<file path="src/rtl/core/pts_pkg.sv">
// Shared types and codes for the priority task scheduler.
`default_nettype none
package pts_pkg;

	localparam int PRIO_W = 5;
	localparam int TIME_W = 32;
	localparam int SLOT_W = 3;

	typedef enum logic [1:0] {
		OP_CREATE   = 2'd0,
		OP_TICK     = 2'd1,
		OP_DISPATCH = 2'd2,
		OP_COMPLETE = 2'd3
	} op_t;

	typedef enum logic [1:0] {
		ST_OK       = 2'd0,
		ST_REJECT   = 2'd1,
		ST_NO_READY = 2'd2,
		ST_NOT_RUN  = 2'd3
	} status_t;

	typedef enum logic [1:0] {
		MODE_SLEEP = 2'd0,
		MODE_READY = 2'd1,
		MODE_RUN   = 2'd2
	} mode_t;

	typedef enum logic [2:0] {
		S_IDLE,
		S_EXEC,
		S_INSERT,
		S_WAKE,
		S_RESP
	} state_t;

	typedef struct packed {
		logic in_rdy;
		logic exec;
		logic insert;
		logic wake;
		logic load;
	} cmd_t;

	typedef struct packed {
		logic in_valid;
		logic go_insert;
		logic go_wake;
		logic wake_done;
		logic out_free;
	} sts_t;

endpackage
`default_nettype wire

</file>
<file path="src/rtl/core/pts_in_if.sv">
// Input and output channel interfaces of the scheduler.
`default_nettype none
interface pts_in_if;
	logic        valid;
	logic        ready;
	logic [1:0]  op;
	logic [4:0]  priority_req;
	logic [31:0] period;
	logic [31:0] delta;
	logic [2:0]  slot;

	modport source (output valid, op, priority_req, period, delta, slot, input ready);
	modport sink (input valid, op, priority_req, period, delta, slot, output ready);
endinterface

interface pts_out_if;
	logic        valid;
	logic        ready;
	logic [1:0]  status;
	logic [2:0]  task_slot;
	logic [31:0] now;

	modport source (output valid, status, task_slot, now, input ready);
	modport sink (input valid, status, task_slot, now, output ready);
endinterface
`default_nettype wire

</file>
<file path="src/rtl/core/priority_task_scheduler.sv">
// Dispatch and rejected ops go from execute to the result; create/complete add the
// queue insert step, and tick runs the wake loop, which wakes due tasks one at a time.
// A new word is taken only after the result is registered and the controller is idle;
// ops do not overlap, as they share the single slot-table update path stepped by the
// controller. A stalled result holds the input off.
// arst_n clears time, the used mask, slot modes and ranks; slot data stays undefined
// until a create writes it.
`default_nettype none
module priority_task_scheduler
	import pts_pkg::*;
#(
	parameter int NUM_SLOTS   = 8,
	parameter int PRIO_LEVELS = 32
) (
	input  wire logic clk,
	input  wire logic arst_n,
	pts_in_if.sink    in_ch,
	pts_out_if.source out_ch
);

	cmd_t cmd;
	sts_t sts;

	pts_ctrl u_ctrl (
		.clk    (clk),
		.arst_n (arst_n),
		.sts    (sts),
		.cmd    (cmd)
	);

	pts_dpath #(
		.NUM_SLOTS   (NUM_SLOTS),
		.PRIO_LEVELS (PRIO_LEVELS)
	) u_dpath (
		.clk    (clk),
		.arst_n (arst_n),
		.in_ch  (in_ch),
		.out_ch (out_ch),
		.cmd    (cmd),
		.sts    (sts)
	);

endmodule
`default_nettype wire

</file>
<file path="src/rtl/core/pts_dpath.sv">
// Scheduler datapath: slot table, time, ready and sleep ordering, result register.
`default_nettype none
module pts_dpath
	import pts_pkg::*;
#(
	parameter int NUM_SLOTS   = 8,
	parameter int PRIO_LEVELS = 32
) (
	input  wire logic   clk,
	input  wire logic   arst_n,
	pts_in_if.sink      in_ch,
	pts_out_if.source   out_ch,
	input  cmd_t        cmd,
	output sts_t        sts
);

	localparam int RW = (NUM_SLOTS > 1) ? $clog2(NUM_SLOTS) : 1;

	// captured word
	op_t                 op_q;
	logic [PRIO_W-1:0]   prio_in_q;
	logic [TIME_W-1:0]   period_in_q;
	logic [TIME_W-1:0]   delta_q;
	logic [SLOT_W-1:0]   slot_in_q;

	// slot table
	logic [NUM_SLOTS-1:0] used_q;
	mode_t               mode_q   [NUM_SLOTS];
	logic [RW-1:0]       rank_q   [NUM_SLOTS];
	logic [PRIO_W-1:0]   prio_q   [NUM_SLOTS];
	logic [TIME_W-1:0]   period_q [NUM_SLOTS];
	logic [TIME_W-1:0]   due_q    [NUM_SLOTS];
	logic [TIME_W-1:0]   now_q;
	logic [NUM_SLOTS-1:0] tgt_q;

	status_t             res_status_q;
	logic [SLOT_W-1:0]   res_slot_q;
	logic                out_valid_q;
	status_t             out_status_q;
	logic [SLOT_W-1:0]   out_slot_q;
	logic [TIME_W-1:0]   out_now_q;

	logic [NUM_SLOTS-1:0] sleeping, ready_m, run_m;
	logic [NUM_SLOTS-1:0] free_first, slot_sel, best, head, le_mask;
	logic [RW-1:0]       rank_best, pos;
	logic [TIME_W-1:0]   period_sel, due_tgt, due_head, diff;
	logic                create_ok, disp_ok, cpl_ok, wake_done;

	function automatic logic [SLOT_W-1:0] enc(input logic [NUM_SLOTS-1:0] oh);
		logic [SLOT_W-1:0] r;
		r = '0;
		for (int i = 0; i < NUM_SLOTS; i++)
			if (oh[i]) r = SLOT_W'(i);
		return r;
	endfunction

	always_comb begin
		for (int i = 0; i < NUM_SLOTS; i++) begin
			sleeping[i] = used_q[i] && mode_q[i] == MODE_SLEEP;
			ready_m[i]  = used_q[i] && mode_q[i] == MODE_READY;
			run_m[i]    = used_q[i] && mode_q[i] == MODE_RUN;
			slot_sel[i] = int'(slot_in_q) == i;
			head[i]     = sleeping[i] && rank_q[i] == '0;
		end
	end

	// lowest clear bit of the used mask
	assign free_first = ~used_q & (used_q + NUM_SLOTS'(1));

	// most urgent ready slot: highest priority, then lowest rank, one key bit at a time
	always_comb begin
		logic [NUM_SLOTS-1:0] bitv;
		best = ready_m;
		for (int b = PRIO_W - 1; b >= 0; b--) begin
			for (int i = 0; i < NUM_SLOTS; i++) bitv[i] = prio_q[i][b];
			if (|(best & bitv)) best = best & bitv;
		end
		for (int b = RW - 1; b >= 0; b--) begin
			for (int i = 0; i < NUM_SLOTS; i++) bitv[i] = ~rank_q[i][b];
			if (|(best & bitv)) best = best & bitv;
		end
	end

	always_comb begin
		rank_best  = '0;
		period_sel = '0;
		due_tgt    = '0;
		due_head   = '0;
		for (int i = 0; i < NUM_SLOTS; i++) begin
			if (best[i])     rank_best  = rank_best | rank_q[i];
			if (slot_sel[i]) period_sel = period_sel | period_q[i];
			if (tgt_q[i])    due_tgt    = due_tgt | due_q[i];
			if (head[i])     due_head   = due_head | due_q[i];
		end
	end

	// queue position of the slot being put to sleep
	always_comb begin
		logic [RW:0] sum;
		sum = '0;
		for (int i = 0; i < NUM_SLOTS; i++) begin
			le_mask[i] = sleeping[i] && !tgt_q[i] && (due_q[i] <= due_tgt);
			sum = sum + {{RW{1'b0}}, le_mask[i]};
		end
		pos = sum[RW-1:0];
	end

	assign diff      = due_head - now_q;
	assign wake_done = !(|head) || (diff != '0 && !diff[TIME_W-1]);

	assign create_ok = (|free_first) && int'(prio_in_q) < PRIO_LEVELS;
	assign disp_ok   = |ready_m;
	assign cpl_ok    = |(slot_sel & run_m);

	assign in_ch.ready   = cmd.in_rdy;
	assign sts.in_valid  = in_ch.valid;
	assign sts.go_insert = (op_q == OP_CREATE && create_ok) || (op_q == OP_COMPLETE && cpl_ok);
	assign sts.go_wake   = op_q == OP_TICK;
	assign sts.wake_done = wake_done;
	assign sts.out_free  = !out_valid_q || out_ch.ready;

	always_ff @(posedge clk or negedge arst_n) begin
		if (!arst_n) begin
			used_q      <= '0;
			now_q       <= '0;
			out_valid_q <= 1'b0;
			for (int i = 0; i < NUM_SLOTS; i++) begin
				mode_q[i] <= MODE_SLEEP;
				rank_q[i] <= '0;
			end
		end else begin
			if (cmd.exec) begin
				unique case (op_q)
					OP_CREATE: begin
						if (create_ok) used_q <= used_q | free_first;
					end
					OP_TICK: now_q <= now_q + delta_q;
					OP_DISPATCH: begin
						if (disp_ok) begin
							for (int i = 0; i < NUM_SLOTS; i++) begin
								if (best[i]) begin
									mode_q[i] <= MODE_RUN;
									rank_q[i] <= '0;
								end else if (ready_m[i] && rank_q[i] > rank_best) begin
									rank_q[i] <= rank_q[i] - RW'(1);
								end
							end
						end
					end
					OP_COMPLETE: ;
					default: ;
				endcase
			end
			if (cmd.insert) begin
				for (int i = 0; i < NUM_SLOTS; i++) begin
					if (tgt_q[i]) begin
						mode_q[i] <= MODE_SLEEP;
						rank_q[i] <= pos;
					end else if (sleeping[i] && !le_mask[i]) begin
						rank_q[i] <= rank_q[i] + RW'(1);
					end
				end
			end
			if (cmd.wake && !wake_done) begin
				for (int i = 0; i < NUM_SLOTS; i++) begin
					if (head[i]) begin
						mode_q[i] <= MODE_READY;
						rank_q[i] <= '0;
					end else if (ready_m[i]) begin
						rank_q[i] <= rank_q[i] + RW'(1);
					end else if (sleeping[i]) begin
						rank_q[i] <= rank_q[i] - RW'(1);
					end
				end
			end
			if (cmd.load)
				out_valid_q <= 1'b1;
			else if (out_ch.ready)
				out_valid_q <= 1'b0;
		end
	end

	always_ff @(posedge clk) begin
		if (cmd.in_rdy && in_ch.valid) begin
			op_q        <= op_t'(in_ch.op);
			prio_in_q   <= in_ch.priority_req;
			period_in_q <= in_ch.period;
			delta_q     <= in_ch.delta;
			slot_in_q   <= in_ch.slot;
		end
		if (cmd.exec) begin
			res_status_q <= ST_OK;
			res_slot_q   <= '0;
			unique case (op_q)
				OP_CREATE: begin
					if (create_ok) begin
						for (int i = 0; i < NUM_SLOTS; i++) begin
							if (free_first[i]) begin
								prio_q[i]   <= prio_in_q;
								period_q[i] <= period_in_q;
								due_q[i]    <= now_q + period_in_q;
							end
						end
						tgt_q      <= free_first;
						res_slot_q <= enc(free_first);
					end else begin
						res_status_q <= ST_REJECT;
					end
				end
				OP_TICK: ;
				OP_DISPATCH: begin
					if (disp_ok) res_slot_q <= enc(best);
					else res_status_q <= ST_NO_READY;
				end
				OP_COMPLETE: begin
					if (cpl_ok) begin
						for (int i = 0; i < NUM_SLOTS; i++)
							if (slot_sel[i]) due_q[i] <= now_q + period_sel;
						tgt_q <= slot_sel;
					end else begin
						res_status_q <= ST_NOT_RUN;
					end
				end
				default: ;
			endcase
		end
		if (cmd.load) begin
			out_status_q <= res_status_q;
			out_slot_q   <= res_slot_q;
			out_now_q    <= now_q;
		end
	end

	assign out_ch.valid     = out_valid_q;
	assign out_ch.status    = out_status_q;
	assign out_ch.task_slot = out_slot_q;
	assign out_ch.now       = out_now_q;

endmodule
`default_nettype wire

</file>
<file path="src/rtl/core/pts_ctrl.sv">
// Scheduler controller: sequences accept, execute, queue insert, wake loop and result.
`default_nettype none
module pts_ctrl
	import pts_pkg::*;
(
	input  wire logic clk,
	input  wire logic arst_n,
	input  sts_t      sts,
	output cmd_t      cmd
);

	state_t state_q, state_d;

	always_comb begin
		state_d = state_q;
		unique case (state_q)
			S_IDLE:   if (sts.in_valid) state_d = S_EXEC;
			S_EXEC: begin
				priority if (sts.go_insert) state_d = S_INSERT;
				else if (sts.go_wake)       state_d = S_WAKE;
				else                        state_d = S_RESP;
			end
			S_INSERT: state_d = S_RESP;
			S_WAKE:   if (sts.wake_done) state_d = S_RESP;
			S_RESP:   if (sts.out_free) state_d = S_IDLE;
			default:  state_d = S_IDLE;
		endcase
	end

	always_comb begin
		cmd        = '0;
		cmd.in_rdy = state_q == S_IDLE;
		cmd.exec   = state_q == S_EXEC;
		cmd.insert = state_q == S_INSERT;
		cmd.wake   = state_q == S_WAKE;
		cmd.load   = state_q == S_RESP && sts.out_free;
	end

	always_ff @(posedge clk or negedge arst_n) begin
		if (!arst_n) state_q <= S_IDLE;
		else state_q <= state_d;
	end

endmodule
`default_nettype wire
</file>
<file path="src/flat_wrapper.sv">
// flat-port wrapper written by rule: the top's interface ports become plain ports
module priority_task_scheduler_flat import pts_pkg::*;
#(
	parameter int NUM_SLOTS   = 8,
	parameter int PRIO_LEVELS = 32
)
  (clk, arst_n, in_ch_valid, in_ch_op, in_ch_priority_req, in_ch_period, in_ch_delta, in_ch_slot, in_ch_ready, out_ch_valid, out_ch_status, out_ch_task_slot, out_ch_now, out_ch_ready);
  pts_in_if in_ch_i ();
  pts_out_if out_ch_i ();
  input  wire logic clk;
  input  wire logic arst_n;
  input wire logic [$bits(in_ch_i.valid)-1:0] in_ch_valid;
  input wire logic [$bits(in_ch_i.op)-1:0] in_ch_op;
  input wire logic [$bits(in_ch_i.priority_req)-1:0] in_ch_priority_req;
  input wire logic [$bits(in_ch_i.period)-1:0] in_ch_period;
  input wire logic [$bits(in_ch_i.delta)-1:0] in_ch_delta;
  input wire logic [$bits(in_ch_i.slot)-1:0] in_ch_slot;
  output wire logic [$bits(in_ch_i.ready)-1:0] in_ch_ready;
  output wire logic [$bits(out_ch_i.valid)-1:0] out_ch_valid;
  output wire logic [$bits(out_ch_i.status)-1:0] out_ch_status;
  output wire logic [$bits(out_ch_i.task_slot)-1:0] out_ch_task_slot;
  output wire logic [$bits(out_ch_i.now)-1:0] out_ch_now;
  input wire logic [$bits(out_ch_i.ready)-1:0] out_ch_ready;
  assign in_ch_i.valid = in_ch_valid;
  assign in_ch_i.op = in_ch_op;
  assign in_ch_i.priority_req = in_ch_priority_req;
  assign in_ch_i.period = in_ch_period;
  assign in_ch_i.delta = in_ch_delta;
  assign in_ch_i.slot = in_ch_slot;
  assign in_ch_ready = in_ch_i.ready;
  assign out_ch_valid = out_ch_i.valid;
  assign out_ch_status = out_ch_i.status;
  assign out_ch_task_slot = out_ch_i.task_slot;
  assign out_ch_now = out_ch_i.now;
  assign out_ch_i.ready = out_ch_ready;
  priority_task_scheduler #(.NUM_SLOTS(NUM_SLOTS), .PRIO_LEVELS(PRIO_LEVELS)) u_core (.clk(clk), .arst_n(arst_n), .in_ch(in_ch_i), .out_ch(out_ch_i));
endmodule
</file>
<file path="config.mk">
export PLATFORM = sky130hd
export DESIGN_NAME = priority_task_scheduler_flat
export DESIGN_NICKNAME = d
export VERILOG_FILES = /design/src/rtl/core/pts_pkg.sv /design/src/rtl/core/pts_in_if.sv /design/src/rtl/core/priority_task_scheduler.sv /design/src/rtl/core/pts_dpath.sv /design/src/rtl/core/pts_ctrl.sv /design/src/flat_wrapper.sv
export SDC_FILE = /design/constraint.sdc
export NUM_CORES = 2
export LEC_CHECK = 0
export BUFFER_PORTS_ARGS = -buffer_cell sky130_fd_sc_hd__buf_2
export CORE_MARGIN = 2
export CORE_UTILIZATION = 53
export DETAILED_ROUTE_END_ITERATION = 16
export MAX_ROUTING_LAYER = met4
export PLACE_DENSITY_LB_ADDON = 0.12
export SKIP_LAST_GASP = 1
export SYNTH_ARGS = -nofsm -noshare
export SYNTH_HDL_FRONTEND = slang
export SYNTH_SLANG_ARGS = --single-unit
</file>
<file path="constraint.sdc">
create_clock -name clk -period 23.6 [get_ports clk]
set_input_delay 2.36 -clock clk [delete_from_list [all_inputs] [get_ports clk]]
set_output_delay 2.36 -clock clk [all_outputs]
set_load 0.01 [all_outputs]
</file>
==> summary.md <==
| Metric | Value |
|---|---|
| Status | `complete, no violations` |
| Final Slew Violations | `0` |
| CP required | `24.15 ns` |
| Total setup buffers inserted after CTS | `0` |
| Gr ovfl total | `0` |
| Maximum clock frequency | `90.1 MHz` |
| Final Skew | `0.0497 ns` |
| Largest net degree at the start of global routing | `63` |
| Peak supply drop | `88.7 µV` |
| Initial DRC count | `4,706` |
| Ys async rst share | `11.1%` |
| RSZ-0062 raised after global routing | `no` |
| Synth warn | `0` |
| Max Cap Viol | `0` |
| Pre-antenna DRT Iters | `6` |
| Post-Route Setup TNS | `0 ns` |
| CTS sink cnt | `760` |
| Crit share post-route | `47.0%` |
| Worst-Skew Late Latency | `0.70 ns` |
| Hold wc startpoint | `u_core.u_dpath.res_status_q[0]` |
| Cell variety after synth | `99` |
| Worst-Margin Slew | `1.09 ns` |
| Post-cts resize count | `0` |
| Syn Nets | `4,645` |
| Initial antenna violation count | `3` |
| Critical R2R Launch | `u_core.u_dpath.mode_q[14]` |
| Fin. Hold Viols | `0` |
| Post-layout utilization of the core | `58.8%` |
| Inserted Clock Buffers | `84` |
| Share of cells above drive strength 1 | `9.37%` |
| Critical path type | `reg -> reg` |
| Sequential cell area | `22,400 µm²` |
| Post-CTS Hold Buffers | `0` |
| Final Setup Violations | `0` |
| Final Critical Period | `11.10 ns` |
| Core ar. | `84,700 µm²` |
| # port buffers | `116` |
| Max_slew headroom | `26.7%` |
| Power density cells | `103 nW/µm²` |
| Synth Flop Type | `edfxtp_1` |
| Via count | `36,400` |
| Mapped Avg Cell Area | `10.9 µm²` |
| Detail Placement HPWL | `108 mm` |
| Routed Antenna Nets | `0` |
| Slowest CP cell | `o31ai_1` |
| Post-synthesis cell count | `4,129` |
| TritonCTS clock tree | `built` |
| GP Congestion | `0.999` |
| Synth-to-Final Area Change | `10.4%` |
| Root buf cell | `clkbuf_16` |
| Vias in the first global route | `34,200` |
| CP Data Arrival Time | `11.66 ns` |
| Routed wire per std cell | `29.1 µm` |
| Residual DRC count | `0` |
| Top Ports | `117` |
| Layout fillers | `7,001` |
| Maximum root-to-sink buffer count | `3` |
| Dpl cells | `5,277` |
| Synthesized area | `45,200 µm²` |
| Vias per std cell | `6.69` |
| Total Power | `5.15 mW` |
| CP Launch Type | `flop` |
| Die height | `296 µm` |
| Cell count of the worst reg-to-reg path | `37` |
| Crit path from | `u_core.u_dpath.mode_q[14]` |
| Post-synth EDFFs | `676` |
| P_leak | `19.8 nW` |
| Crit path max fanout | `17` |
| Min-delay worst type | `reg -> reg` |
| Initial Util | `53.3%` |
| Non-Filler Instances | `5,436` |
| DIE WIDTH | `296 µm` |
| Num rows | `107` |
| Global-route wire length before repair | `229 mm` |
| Net count, final | `4,735` |
| GRT Resource Usage Total | `37.1%` |
| WHS Path Cells | `0` |
| Number of synthesized register bits | `760` |
| Post-synthesis sequential area ratio | `49.6%` |
| Area of the multi-input gates | `21,500 µm²` |
| Full die area | `87,500 µm²` |
| Max stage delay on crit path | `0.82 ns` |
| Hold_ws | `0.459 ns` |
| Critical path endpoint category | `flop` |
| Total wire length | `158 mm` |
| H-tree depth | `3` |
| Clk pin slew, worst setup/hold paths | `0.06 ns` |
## cell type report
cell class                 count  area share, %
antenna                        3         0.0151
clock buffer                 109           4.49
clock inverter                47           1.02
inverter                     169           1.28
multi-input combinational   3025           43.2
sequential                   760           45.0
tap                         1144           2.87
timing repair buffer         179           2.12
## power by group
part / total [mW] / internal (mW) / leakage (nW) / switching (mW)
Clock: 1.31 / 0.735 / 1.34 / 0.572
Combinational: 1.91 / 0.613 / 11.0 / 1.30
Sequential: 1.94 / 1.74 / 7.41 / 0.195
## synthesized netlist by cell type (23+ instances only)
library cell	count	area share, %
edfxtp_1	676	45
ha_1	430	12
nand2_1	427	3.5
a22oi_1	357	5.9
a21oi_1	292	3.2
o21ai_0	211	2.3
nor2_1	170	1.4
inv_1	164	1.4
clkbuf_1	148	1.2
nand4_1	111	1.5
dfrtp_1	84	4.7
nor2b_1	78	1.1
nand3_1	73	0.81
xnor2_1	73	1.4
nand2b_1	69	0.96
a21o_1	60	1.0
nor3_1	55	0.61
and4_1	38	0.74
xor2_1	38	0.74
a221oi_1	34	0.66
o21bai_1	25	0.42
a22o_1	24	0.47
o31ai_1	24	0.40
mux2i_1	23	0.51
## critical path, delay by kind of cell, from the launching register on
kind | cells | cell delay, ns
AOI/OAI and AO/OA | 24 | 6.30
DFF | 1 | 0.64
and+or+nand+nor | 10 | 3.08
adders and majority gates | 1 | 0.36
muxes | 1 | 0.29
buffers and inverters | 1 | 0.31
## through the flow
step	setup WS, ns	instance area [µm²]
floorplan	14.94	45200
detailed placement	12.71	47100
CTS	12.68	49800
finish	12.50	49800
global placement	12.82	47100
global route	11.80	49800
## logic make-up after synthesis
kind of cell,after synthesis,share of synthesized area (%)
AOI/OAI and AO/OA,1277,19.2
xor gates and xnor gates,111,2.15
adders and majority gates,438,12.3
buffers and inverters,344,2.96
DFF,760,49.6
muxes,37,0.859
and+or+nand+nor,1162,13.0
## worst paths after layout
check                                                  endpoint  slack, ns
worst max register to register        u_core.u_dpath.rank_q[11]      12.50
worst min-delay path            u_core.u_dpath.out_ch.status[0]       0.46
max in group asynchronous              u_core.u_dpath.now_q[14]      20.70
worst max-delay path                  u_core.u_dpath.rank_q[11]      12.50
worst min register to register  u_core.u_dpath.out_ch.status[0]       0.46
min in group asynchronous              u_core.u_dpath.mode_q[6]       1.64
## cells in the final DEF (no fill, tap or decap), types with 25 or more instances in the layout
cell       synthesis  final
a21o_1            60     60
a21oi_1          292    291
a221oi_1          34     34
a22oi_1          357    357
and4_1            38     38
buf_2              8    115
buf_4              1     64
clkbuf_16          0     84
dfrtp_1           84     84
edfxtp_1         676    676
ha_1             430    430
inv_1            164    163
nand2_1          427    427
nand2b_1          69     69
nand3_1           73     73
nand4_1          111    111
nor2_1           170    164
nor2b_1           78     78
nor3_1            55     52
o21ai_0          211    210
o21bai_1          25     25
xnor2_1           73     73
xor2_1            38     38
## layer usage
layer  track usage [%]  vias up  wire length [µm]
li1                  -    16200                 -
met1              49.9    17700             64700
met2              55.1     2125             69700
met3              9.43      367             18400
met4              11.7        0              5450
met5                 -        -                 0
## registers in the layout, indices dropped and copies added, names as in the netlist, 5 cells and up
signal / cells
u_core.u_dpath.used_q: 8
u_core.u_dpath.mode_q: 16
u_core.u_dpath.period_in_q: 32
u_core.u_dpath.out_ch.now: 32
u_core.u_dpath.due_q: 256
u_core.u_dpath.tgt_q: 8
u_core.u_dpath.prio_in_q: 5
u_core.u_dpath.period_q: 256
u_core.u_dpath.now_q: 32
u_core.u_dpath.prio_q: 40
u_core.u_dpath.rank_q: 24
u_core.u_dpath.delta_q: 32
No activity file was read; power rests on OpenSTA's default activity.
